<file path="src/hdl/nsv_pkg.sv">
// Package for the NMEA sentence validator: character codes, status codes
// and the verdict record passed between the parser and the top level.
// No dependencies.
`default_nettype none

package nsv_pkg;

	// Characters with a role in the sentence grammar
	localparam logic [7:0] CH_CR     = 8'h0D;
	localparam logic [7:0] CH_LF     = 8'h0A;
	localparam logic [7:0] CH_DOLLAR = 8'h24;
	localparam logic [7:0] CH_STAR   = 8'h2A;
	localparam logic [7:0] CH_COMMA  = 8'h2C;

	// Most letters or digits allowed after the two talker letters
	localparam logic [2:0] ADDR_MAX = 3'd5;

	// Verdict status codes
	localparam logic [1:0] STATUS_OK       = 2'd0;
	localparam logic [1:0] STATUS_MALFORM  = 2'd1;
	localparam logic [1:0] STATUS_MISMATCH = 2'd2;

	// One verdict per line
	typedef struct packed {
		logic       sentence_ok;
		logic [1:0] status;
		logic [7:0] computed_sum;
		logic [7:0] received_sum;
	} verdict_t;

endpackage

`default_nettype wire

</file>
<file path="src/hdl/nsv_stream_if.sv">
// Valid/ready channel interfaces: received bytes in, line verdicts out.
// Depends on nothing.
`default_nettype none

interface nsv_byte_if;
	logic       valid;
	logic       ready;
	logic [7:0] rx_byte;

	modport source (output valid, output rx_byte, input ready);
	modport sink   (input valid, input rx_byte, output ready);
endinterface

interface nsv_verdict_if;
	logic       valid;
	logic       ready;
	logic       sentence_ok;
	logic [1:0] status;
	logic [7:0] computed_sum;
	logic [7:0] received_sum;

	modport source (output valid, output sentence_ok, output status,
		output computed_sum, output received_sum, input ready);
	modport sink   (input valid, input sentence_ok, input status,
		input computed_sum, input received_sum, output ready);
endinterface

`default_nettype wire

</file>
<file path="src/hdl/nmea_sentence_validator.sv">
// NMEA 0183 sentence validator top level: input register, line parser and
// verdict register. Uses nsv_pkg, nsv_stream_if.sv and nsv_line_parser.
//
// Usage:
//   rx      byte stream in (valid/ready), one ASCII byte per transaction.
//   verdict one transaction per line ended by CR LF: sentence_ok, status
//           (0 ok, 1 malformed, 2 checksum mismatch), computed_sum and
//           received_sum (both zero on a malformed line).
//   Throughput is one byte per cycle; rx.ready stays high while the
//   verdict register is free or being drained.
//   A line end passes through the input register; the parser result
//   for the LF loads the verdict register when that byte advances
//   out of the input register.
//   If the receiver stalls with a verdict held, bytes that give no verdict
//   still flow; the next line end waits in the input register and rx.ready
//   drops until the held verdict is taken.
//   Reset clears the input and verdict valid flags and returns the parser
//   to the start of a line with zero checksum.
`default_nettype none

module nmea_sentence_validator (
	input  wire logic   clk,
	input  wire logic   arst_n,
	nsv_byte_if.sink    rx,
	nsv_verdict_if.source verdict
);

	logic              valid_s1;
	logic [7:0]        byte_s1;
	logic              advance;
	logic              has_result;
	nsv_pkg::verdict_t result;
	logic              out_valid_q;
	nsv_pkg::verdict_t out_q;

	nsv_line_parser u_parser (
		.clk        (clk),
		.arst_n     (arst_n),
		.byte_en    (advance),
		.rx_byte    (byte_s1),
		.has_result (has_result),
		.result     (result)
	);

	// The byte in the input register moves on unless its verdict finds the
	// output register full and stalled
	assign advance  = valid_s1 && (!has_result || !out_valid_q || verdict.ready);
	assign rx.ready = !valid_s1 || advance;

	// Input register
	always_ff @(posedge clk or negedge arst_n) begin
		if (!arst_n) begin
			valid_s1 <= 1'b0;
		end else if (rx.valid && rx.ready) begin
			valid_s1 <= 1'b1;
		end else if (advance) begin
			valid_s1 <= 1'b0;
		end
	end

	always_ff @(posedge clk) begin
		if (rx.valid && rx.ready) byte_s1 <= rx.rx_byte;
	end

	// Verdict register
	always_ff @(posedge clk or negedge arst_n) begin
		if (!arst_n) begin
			out_valid_q <= 1'b0;
		end else if (advance && has_result) begin
			out_valid_q <= 1'b1;
		end else if (verdict.ready) begin
			out_valid_q <= 1'b0;
		end
	end

	always_ff @(posedge clk) begin
		if (advance && has_result) out_q <= result;
	end

	assign verdict.valid        = out_valid_q;
	assign verdict.sentence_ok  = out_q.sentence_ok;
	assign verdict.status       = out_q.status;
	assign verdict.computed_sum = out_q.computed_sum;
	assign verdict.received_sum = out_q.received_sum;

	// A byte held in the input register is not lost or changed
	assert property (@(posedge clk) disable iff (!arst_n)
		(valid_s1 && !advance) |=> (valid_s1 && $stable(byte_s1)))
		else $error("held input byte changed");

	// A verdict is only written over a free or drained register
	assert property (@(posedge clk) disable iff (!arst_n)
		(advance && has_result) |-> (!out_valid_q || verdict.ready))
		else $error("verdict register overwritten");

	// The input stalls only behind a full verdict register
	assert property (@(posedge clk) disable iff (!arst_n)
		!rx.ready |-> (out_valid_q && !verdict.ready && has_result))
		else $error("input stalled without cause");

endmodule

`default_nettype wire

</file>
<file path="src/hdl/nsv_line_parser.sv">
// Line parser: holds the grammar phase, running XOR and hex digits of the
// current line and decides the verdict at CR LF. Uses nsv_pkg.
`default_nettype none

module nsv_line_parser (
	input  wire logic            clk,
	input  wire logic            arst_n,
	input  wire logic            byte_en,
	input  wire logic [7:0]      rx_byte,
	output logic                 has_result,
	output nsv_pkg::verdict_t    result
);

	typedef enum logic [3:0] {
		PH_START, PH_TALK1, PH_TALK2, PH_ADDR, PH_DATA,
		PH_HEX1, PH_HEX2, PH_END, PH_BAD
	} phase_t;

	typedef struct packed {
		phase_t     phase;
		logic [2:0] addr_cnt;
		logic [7:0] run_xor;
		logic [7:0] hex_val;
		logic       cr_pending;
	} line_state_t;

	localparam line_state_t LINE_CLEAR = '{
		phase: PH_START, addr_cnt: 3'd0, run_xor: 8'd0, hex_val: 8'd0,
		cr_pending: 1'b0};

	line_state_t st_q;
	line_state_t st_mid;
	line_state_t st_d;

	function automatic logic is_letter(input logic [7:0] c);
		return c inside {[8'h41:8'h5A], [8'h61:8'h7A]};
	endfunction

	function automatic logic is_digit(input logic [7:0] c);
		return c inside {[8'h30:8'h39]};
	endfunction

	// Hex digit value in [3:0], valid flag in [4]
	function automatic logic [4:0] hex_digit(input logic [7:0] c);
		logic [7:0] v;
		v = 8'd0;
		if (is_digit(c)) begin
			v = c - 8'h30;
			return {1'b1, v[3:0]};
		end
		if (c inside {[8'h41:8'h46]}) begin
			v = c - 8'h37;
			return {1'b1, v[3:0]};
		end
		if (c inside {[8'h61:8'h66]}) begin
			v = c - 8'h57;
			return {1'b1, v[3:0]};
		end
		return 5'd0;
	endfunction

	// One content byte through the grammar
	function automatic line_state_t take(input line_state_t s, input logic [7:0] c);
		line_state_t n;
		logic [4:0]  d;
		n = s;
		d = hex_digit(c);
		case (s.phase)
			PH_START: begin
				n.phase = (c == nsv_pkg::CH_DOLLAR) ? PH_TALK1 : PH_BAD;
			end
			PH_TALK1, PH_TALK2: begin
				if (is_letter(c)) begin
					n.run_xor = s.run_xor ^ c;
					if (s.phase == PH_TALK1) begin
						n.phase = PH_TALK2;
					end else begin
						n.phase    = PH_ADDR;
						n.addr_cnt = 3'd0;
					end
				end else begin
					n.phase = PH_BAD;
				end
			end
			PH_ADDR: begin
				if ((is_letter(c) || is_digit(c)) && s.addr_cnt < nsv_pkg::ADDR_MAX) begin
					n.run_xor  = s.run_xor ^ c;
					n.addr_cnt = s.addr_cnt + 3'd1;
				end else if (c == nsv_pkg::CH_COMMA && s.addr_cnt != 3'd0) begin
					n.run_xor = s.run_xor ^ c;
					n.phase   = PH_DATA;
				end else begin
					n.phase = PH_BAD;
				end
			end
			PH_DATA: begin
				if (c == nsv_pkg::CH_STAR) n.phase = PH_HEX1;
				else n.run_xor = s.run_xor ^ c;
			end
			PH_HEX1, PH_HEX2: begin
				if (d[4]) begin
					n.hex_val = {s.hex_val[3:0], d[3:0]};
					n.phase   = (s.phase == PH_HEX1) ? PH_HEX2 : PH_END;
				end else begin
					n.phase = PH_BAD;
				end
			end
			default: begin
				n.phase = PH_BAD;
			end
		endcase
		return n;
	endfunction

	// Next state and verdict for the byte in hand
	always_comb begin
		has_result = 1'b0;
		result     = '{sentence_ok: 1'b0, status: nsv_pkg::STATUS_MALFORM,
			computed_sum: 8'd0, received_sum: 8'd0};
		st_mid     = st_q;
		st_d       = st_q;
		if (st_q.cr_pending && rx_byte == nsv_pkg::CH_LF) begin
			has_result = 1'b1;
			if (st_q.phase == PH_END) begin
				result.sentence_ok  = (st_q.run_xor == st_q.hex_val);
				result.status       = (st_q.run_xor == st_q.hex_val) ?
					nsv_pkg::STATUS_OK : nsv_pkg::STATUS_MISMATCH;
				result.computed_sum = st_q.run_xor;
				result.received_sum = st_q.hex_val;
			end
			st_d = LINE_CLEAR;
		end else begin
			// a CR that was not followed by LF is plain content
			if (st_q.cr_pending) st_mid = take(st_q, nsv_pkg::CH_CR);
			st_mid.cr_pending = 1'b0;
			if (rx_byte == nsv_pkg::CH_CR) begin
				st_d            = st_mid;
				st_d.cr_pending = 1'b1;
			end else begin
				st_d = take(st_mid, rx_byte);
			end
		end
	end

	always_ff @(posedge clk or negedge arst_n) begin
		if (!arst_n) begin
			st_q <= LINE_CLEAR;
		end else if (byte_en) begin
			st_q <= st_d;
		end
	end

	// A verdict only ever closes a CR LF pair
	assert property (@(posedge clk) disable iff (!arst_n)
		has_result |-> st_q.cr_pending)
		else $error("verdict without a pending CR");

	// A line end leaves a fresh line behind
	assert property (@(posedge clk) disable iff (!arst_n)
		(byte_en && has_result) |=> (st_q.phase == PH_START && st_q.run_xor == 8'd0
			&& st_q.hex_val == 8'd0 && !st_q.cr_pending))
		else $error("line state not cleared after verdict");

	// Malformed verdicts carry zero sums
	assert property (@(posedge clk) disable iff (!arst_n)
		(has_result && result.status == nsv_pkg::STATUS_MALFORM)
			|-> (result.computed_sum == 8'd0 && result.received_sum == 8'd0))
		else $error("malformed verdict with nonzero sums");

	// The ok flag and the status code agree
	assert property (@(posedge clk) disable iff (!arst_n)
		has_result |-> (result.sentence_ok == (result.status == nsv_pkg::STATUS_OK)))
		else $error("ok flag disagrees with status");

endmodule

`default_nettype wire

</file>
<file path="src/flat_wrapper.sv">
// flat-port wrapper written by rule: the top's interface ports become plain ports
module nmea_sentence_validator_flat 
  (clk, arst_n, rx_valid, rx_rx_byte, rx_ready, verdict_valid, verdict_sentence_ok, verdict_status, verdict_computed_sum, verdict_received_sum, verdict_ready);
  nsv_byte_if rx_i ();
  nsv_verdict_if verdict_i ();
  input  wire logic clk;
  input  wire logic arst_n;
  input wire logic [$bits(rx_i.valid)-1:0] rx_valid;
  input wire logic [$bits(rx_i.rx_byte)-1:0] rx_rx_byte;
  output wire logic [$bits(rx_i.ready)-1:0] rx_ready;
  output wire logic [$bits(verdict_i.valid)-1:0] verdict_valid;
  output wire logic [$bits(verdict_i.sentence_ok)-1:0] verdict_sentence_ok;
  output wire logic [$bits(verdict_i.status)-1:0] verdict_status;
  output wire logic [$bits(verdict_i.computed_sum)-1:0] verdict_computed_sum;
  output wire logic [$bits(verdict_i.received_sum)-1:0] verdict_received_sum;
  input wire logic [$bits(verdict_i.ready)-1:0] verdict_ready;
  assign rx_i.valid = rx_valid;
  assign rx_i.rx_byte = rx_rx_byte;
  assign rx_ready = rx_i.ready;
  assign verdict_valid = verdict_i.valid;
  assign verdict_sentence_ok = verdict_i.sentence_ok;
  assign verdict_status = verdict_i.status;
  assign verdict_computed_sum = verdict_i.computed_sum;
  assign verdict_received_sum = verdict_i.received_sum;
  assign verdict_i.ready = verdict_ready;
  nmea_sentence_validator u_core (.clk(clk), .arst_n(arst_n), .rx(rx_i), .verdict(verdict_i));
endmodule
</file>
<file path="config.mk">
export PLATFORM = sky130hd
export DESIGN_NAME = nmea_sentence_validator_flat
export DESIGN_NICKNAME = d
export VERILOG_FILES = /design/src/hdl/nsv_pkg.sv /design/src/hdl/nsv_stream_if.sv /design/src/hdl/nmea_sentence_validator.sv /design/src/hdl/nsv_line_parser.sv /design/src/flat_wrapper.sv
export SDC_FILE = /design/constraint.sdc
export NUM_CORES = 1
export LEC_CHECK = 0
export BUFFER_PORTS_ARGS = -buffer_cell sky130_fd_sc_hd__buf_2
export CORE_ASPECT_RATIO = 1.1
export CORE_UTILIZATION = 40
export CTS_CLUSTER_DIAMETER = 30
export CTS_CLUSTER_SIZE = 28
export DETAILED_ROUTE_END_ITERATION = 16
export MAX_ROUTING_LAYER = met4
export SLEW_MARGIN = 25
export SYNTH_ARGS = -nofsm -noshare
export SYNTH_HDL_FRONTEND = slang
export SYNTH_SLANG_ARGS = --single-unit
export TNS_END_PERCENT = 50
</file>
<file path="constraint.sdc">
create_clock -name clk -period 2.62 [get_ports clk]
set_input_delay 0.262 -clock clk [delete_from_list [all_inputs] [get_ports clk]]
set_output_delay 0.262 -clock clk [all_outputs]
set_load 0.01 [all_outputs]
</file>
After elaboration in Yosys (flattened, before gate mapping)
Cells that the tools add are included.

Muxes and demuxes: 51. Reductions and logical operators: 26. Equality and inequality tests: 14. Add/subtract/negate cells: 4. Bitwise gates (word level): 2. Order comparisons: 9.

Operators by type and width (number): 2-to-1 mux 24 bit (4); 2-to-1 mux 5 bit (8); 2-to-1 mux 8 bit (5); <= comparator 8 x 7 -> 1 bit, second input constant (4); 2-to-1 mux 4 bit (8); == test 8 x 6 -> 1 bit, second input constant (3); case mux 8 bit (3 select lines) (1); == test 4 x 3 -> 1 bit, second input constant (5); case mux 4 bit (5 select lines) (1); 2-to-1 mux 1 bit (19); == test 8 x 4 -> 1 bit, second input constant (2); >= comparator 8 x 7 -> 1 bit, second input constant (2); logical AND 1 bit (11); 2-to-1 mux 11 bit (1); == test 4 x 2 -> 1 bit, second input constant (2); == test 8 bit (1); >= comparator 8 x 6 -> 1 bit, second input constant (1); <= comparator 8 x 6 -> 1 bit, second input constant (1); subtractor 4 x 3 -> 4 bit, second input constant (2); XOR 8 bit (1); 2-to-1 mux 3 bit (2); case mux 3 bit (2 select lines) (1); nonzero test 2 bit (3); == test 4 x 1 -> 1 bit, second input constant (1); other kinds (11) (17).

Word-level logic and storage cells: 118. Output and inout port bits: 21. Register bits: 53.

Longest topological paths before layout
Depth in word-level cells: 21. Mapped depth: 9. Gate-level depth less buffers: 8.

Cells and area by module
Synthesis repeated with hierarchy kept, for this count alone.

Cells, all modules: 307. Area total of the unflattened synthesis: 3149.3 sq um.

By module, submodules not included: nsv_line_parser (area an instance 2230.9 sq um, sequential area each 600.6 sq um, times used 1, cells an instance 270); nmea_sentence_validator (area an instance 918.4 sq um, sequential area each 860.8 sq um, times used 1, cells an instance 37).

Worst setup path after synthesis
Ideal clock, no wire load.

Path kind: register to register. Start point: register u_core.byte_s1[0]. End point: register u_core.out_q (netlist bit u_core.verdict.computed_sum[0]) (enable). Clock period less this slack: 2.719 ns. Setup time: 0.395 ns. Buffers on the path: 0. Arrival time: 2.324 ns. Cell stages (with the launch flop): 7. Setup slack: -0.099 ns. Path through: edfxtp_1 inv_1 ha_1 and3b_1 and3_1 a21o_1 nor2_1.

Cells in the longest elaborated chain, start to end: 8.

Ends and longest elaborated chain: start: declaration (line nmea_sentence_validator.sv:29) `logic [7:0] byte_s1;`; start signal: assignment (line nmea_sentence_validator.sv:62) `if (rx.valid && rx.ready) byte_s1 <= rx.rx_byte;`; == test 8 x 4 -> 1 bit * (line nsv_line_parser.sv:122) `if (st_q.cr_pending && rx_byte == nsv_pkg::CH_LF) begin`; logical AND 1 bit * (line nsv_line_parser.sv:122); 2-to-1 mux 1 bit * (line nsv_line_parser.sv:122); zero test 1 bit (line nmea_sentence_validator.sv:47) `assign advance = valid_s1 && (!has_result || !out_valid_q || verdict.ready);`; logical OR 1 bit (2 in a row) (line nmea_sentence_validator.sv:47); logical AND 1 bit (line nmea_sentence_validator.sv:47); logical AND 1 bit * (line nmea_sentence_validator.sv:77) `if (advance && has_result) out_q <= result;`; end signal: assignment (line nmea_sentence_validator.sv:77); end: declaration (line nmea_sentence_validator.sv:34) `nsv_pkg::verdict_t out_q;`.

Mark *: on every way between the ends. The rest lies on a longest branch, timed or not. A chain may end at the register's enable or synchronous reset.

Final worst setup path
Start point: register u_core.byte_s1[0]. End point: register u_core.u_parser.st_q[12] (netlist bit).

Cells in the longest elaborated chain, start to end: 9. Elaborated cells on any way between the ends: 30.

Ends and longest elaborated chain: >= comparator 8 x 7 -> 1 bit / <= comparator 8 x 7 -> 1 bit (equally long branches) (line nsv_line_parser.sv:36) `return c inside {[8'h41:8'h5A], [8'h61:8'h7A]};`; logical AND 1 bit (line nsv_line_parser.sv:36); nonzero test 2 bit (line nsv_line_parser.sv:36); logical OR 1 bit (line nsv_line_parser.sv:86) `if ((is_letter(c) || is_digit(c)) && s.addr_cnt < nsv_pkg::ADDR_MAX) begin`; logical AND 1 bit (line nsv_line_parser.sv:86); 2-to-1 mux 8 bit (line nsv_line_parser.sv:86); case mux 8 bit (3 select lines) (line nsv_line_parser.sv:68) `case (s.phase)`; 2-to-1 mux 24 bit (line nsv_line_parser.sv:136) `if (rx_byte == nsv_pkg::CH_CR) begin`; 2-to-1 mux 24 bit (line nsv_line_parser.sv:122); end signal: assignment (line nsv_line_parser.sv:149) `st_q <= st_d;`; end: declaration (line nsv_line_parser.sv:31) `line_state_t st_q;`.

Parallel ways exist; a longest one is shown, timed or not.

==> results.toml <==
[routing]
vias_per_cell = 5.37
antenna_left = 0
finalWirelength_microns = 6650
wire_per_inst_microns = 15.2
vias = 2347
dr.pass1.iters = 4
drc_errors = 0
drtIter0Drc = 116

[timing]
period_needed_ps = 2530
maxSlewHeadroom_pct = 56.5
max_freq_ghz = 0.395
tightest_slew_ps = 643
setup_viol = 0
slew_viol_final = 0
hold_slack_ps = 125
rsz0062_at_grt = "yes"
hold_viol_final = 0
fin_skew_ps = 4.24
fin_crit_sh_pct = 96.5

[floorplan]
ios = 33
die_area_sq_um = 7970
initial_core_util_pct = 41.0
fp.dieW_microns = 85.2
core_sq_um = 7430
dieHeight_microns = 93.5
fp-row-count = 33

[power]
intPower_w = 0.00119
p_per_area_nw_per_um2 = 444
p_leak_nw = 1.64
seqPwrFrac_pct = 58.5
p_comb_share_pct = 11.4
clkPwrFrac_pct = 30.1
vdd_ir_drop_max_v = 0.000212
p_sw_w = 0.000426
switching_share_pct = 26.4

[logic_synthesis]
synth_common_cells = "nand2_1 (28), edfxtp_1 (27), dfrtp_1 (26), and2_1 (18), o21ai_0 (14)"
synth_top_family_by_area = "simple AND/OR/NAND/NOR gates"
syn_inst = 290
synth_compound_area_share_pct = 18.7
synth_area_sq_um = 3050
synth_nets = 309
synth_edf_count = 27
ys_warn_count = 0
synth_flop_cell = "edfxtp_1"
avgSynthCellArea_sq_um = 10.5
synthTopCellsByArea = "edfxtp_1 (27%), dfrtp_1 (21%), and2_1 (3.7%)"
synthMuxAreaShare_pct = 0.740
synth-simple-area-share_pct = 22.7
seq_area_frac_synth_pct = 48.0
ys_ff_latch = 53
synthAdderAreaFrac_pct = 2.88
async_flop_share_pct = 49.1
ys_types = 67
synth_xor_area_share_pct = 4.31
synth_most_common_cell = "nand2_1"
synth_top_cell_by_area = "edfxtp_1"
synth_top_area_share_pct = 26.6

[worst_setup_path]
critPathCaptureType = "flip-flop"
r2r_cells = 8
r2r_slack_ps = 90
crit_required_ps = 2820
cp.arrival_ps = 2720
criticalPathCategory = "flip-flop to flip-flop"
critPathLaunchType = "flip-flop"
cp_max_fo = 7

[final_layout]
fillCellCount = 682
antenna_cells = 0
fin_util_pct = 48.9
drive_gt1_share_pct = 25.4
layout.nets = 368
area_growth_pct = 19.3
multiInputGateArea_sq_um = 1500
seq_area_sq_um = 1460
design_area_sq_um = 3630

[clock_network]
cts_sinks = 53
cts_made_buffers = 5
clock_path_buffers = 2
root_buffer = "clkbuf_8"
htreeDepth = 2
cts.repair.resized = 0
postCtsSetupRepairBufs = 0
clkTransAtPathRegs_ps = 100
insertion_delay_ps = 300
cts_tree = "done"

[global_routing]
grt_antenna_before_repair = 0
grt_max_degree = 27
grt_overflow = 0
grt_pass1_vias = 2270
gr-usage-all-layers_pct = 18.7
grt_pass1_wl_microns = 11200

[hold_path]
min_path_type = "input port to flip-flop"
whs_path_depth = 1

[placed_design]
dpl.hpwl_microns = 5090
port_buffers = 32
gp_congestion = 0.932
placedInstanceArea_sq_um = 3530

[outcome]
status = "complete, no violations"

[run]
max_cap_violations = 0
routing by layer:
layer	vias up	wire, microns	track usage [%]
met5	-	0	-
met4	0	106	5.93
met3	10	204	2.82
met2	59	3210	30.6
met1	1087	3130	23.8
li1	1191	-	-
final timing paths:
| kind | from | to |
|---|---|---|
| worst max-delay path | u_core.byte_s1[0] | u_core.u_parser.st_q[12] |
| worst min-delay path | rx_rx_byte[2] | u_core.byte_s1[2] |
| worst max register to register | u_core.byte_s1[0] | u_core.u_parser.st_q[12] |
| worst min register to register | u_core.u_parser.st_q[7] | u_core.u_parser.st_q[7] |
| max in group asynchronous | arst_n | u_core.u_parser.st_q[16] |
| min in group asynchronous | arst_n | u_core.u_parser.st_q[17] |
cell usage in the layout, fill, tap and decap left out, drive strengths merged, types with 2 or more instances in the layout:
| cell | n |
|---|---|
| and2 | 18 |
| nor3b | 3 |
| clkinvlp | 2 |
| and3 | 5 |
| nor4 | 4 |
| a32o | 2 |
| nand3b | 3 |
| o211ai | 7 |
| or2 | 2 |
| o32a | 3 |
| o22ai | 2 |
| edfxtp | 27 |
| a31o | 2 |
| o21a | 2 |
| nor2 | 13 |
| and3b | 3 |
| nor4b | 2 |
| and4 | 2 |
| a21oi | 6 |
| xor2 | 10 |
| ha | 7 |
| inv | 9 |
| dfrtp | 26 |
| a22oi | 2 |
| nand2b | 3 |
| a31oi | 2 |
| a21o | 8 |
| o21bai | 2 |
| or4b | 2 |
| buf | 64 |
| nand2 | 28 |
| o21ai | 22 |
| and4b | 4 |
| clkbuf | 5 |
| nor3 | 7 |
| nand3 | 6 |
| mux2 | 2 |
| nor2b | 8 |
| xnor2 | 5 |
worst max-delay path, cell delays in order (launching register included):
cell	delay (ps)
edfxtp_1	450
inv_1	100
ha_1	160
or3b_1	370
o221a_1	310
o311a_4	350
o21ai_2	270
nor2b_1	80
o32a_1	330
cells by family after synthesis:
family,Yosys count
buffers and inverters,21
AOI/OAI and AO/OA,75
DFF,53
adders and majority gates,7
muxes,2
xor gates and xnor gates,15
and+or+nand+nor,117
power groups by stage:
| stage | Combinational, W | Clock [W] | Sequential (W) |
|---|---|---|---|
| 6_report | 0.000184 | 0.000485 | 0.000943 |
| 5_1_grt | 0.000207 | 0.000534 | 0.000949 |
| 4_1_cts | 0.000185 | 0.000504 | 0.000944 |
| 3_5_place_dp | 0.000184 | 0 | 0.000962 |
| 3_3_place_gp | 0.000184 | 0 | 0.000961 |
| 2_1_floorplan | 0.000118 | 0 | 0.000948 |
sequential cells by signal (all words and copies together) (netlist names):
register                     flops
u_core.verdict.valid             1
u_core.verdict.computed_sum      8
u_core.verdict.status            2
u_core.byte_s1                   8
u_core.valid_s1                  1
u_core.u_parser.st_q            24
u_core.verdict.received_sum      8
u_core.verdict.sentence_ok       1
per-stage QoR:
step,setup TNS [ps],instances,setup slack [ps],total power (W)
2_1_floorplan,0,290,55.1,0.00107
3_3_place_gp,0,428,185,0.00115
3_5_place_dp,0,428,116,0.00115
4_1_cts,0,437,88.3,0.00163
5_1_grt,-36.2,437,-22.3,0.00169
6_report,0,437,91.2,0.00161
repair_timing:
item                                   4_1_cts  5_1_grt
endpoints found under the hold margin       26        0
setup endpoints to repair                    0        2
hold buffers                                 1        0
layout make-up:
class,instances,share of cell area (%)
multi-input cells,216,41.4
flip-flops and latches,53,40.2
repair buffers,65,12.0
well taps,87,3.00
clock buffers,5,1.89
inverters,8,0.826
clock inverters,3,0.723
Note: power is estimated with default switching activity, not from simulation.
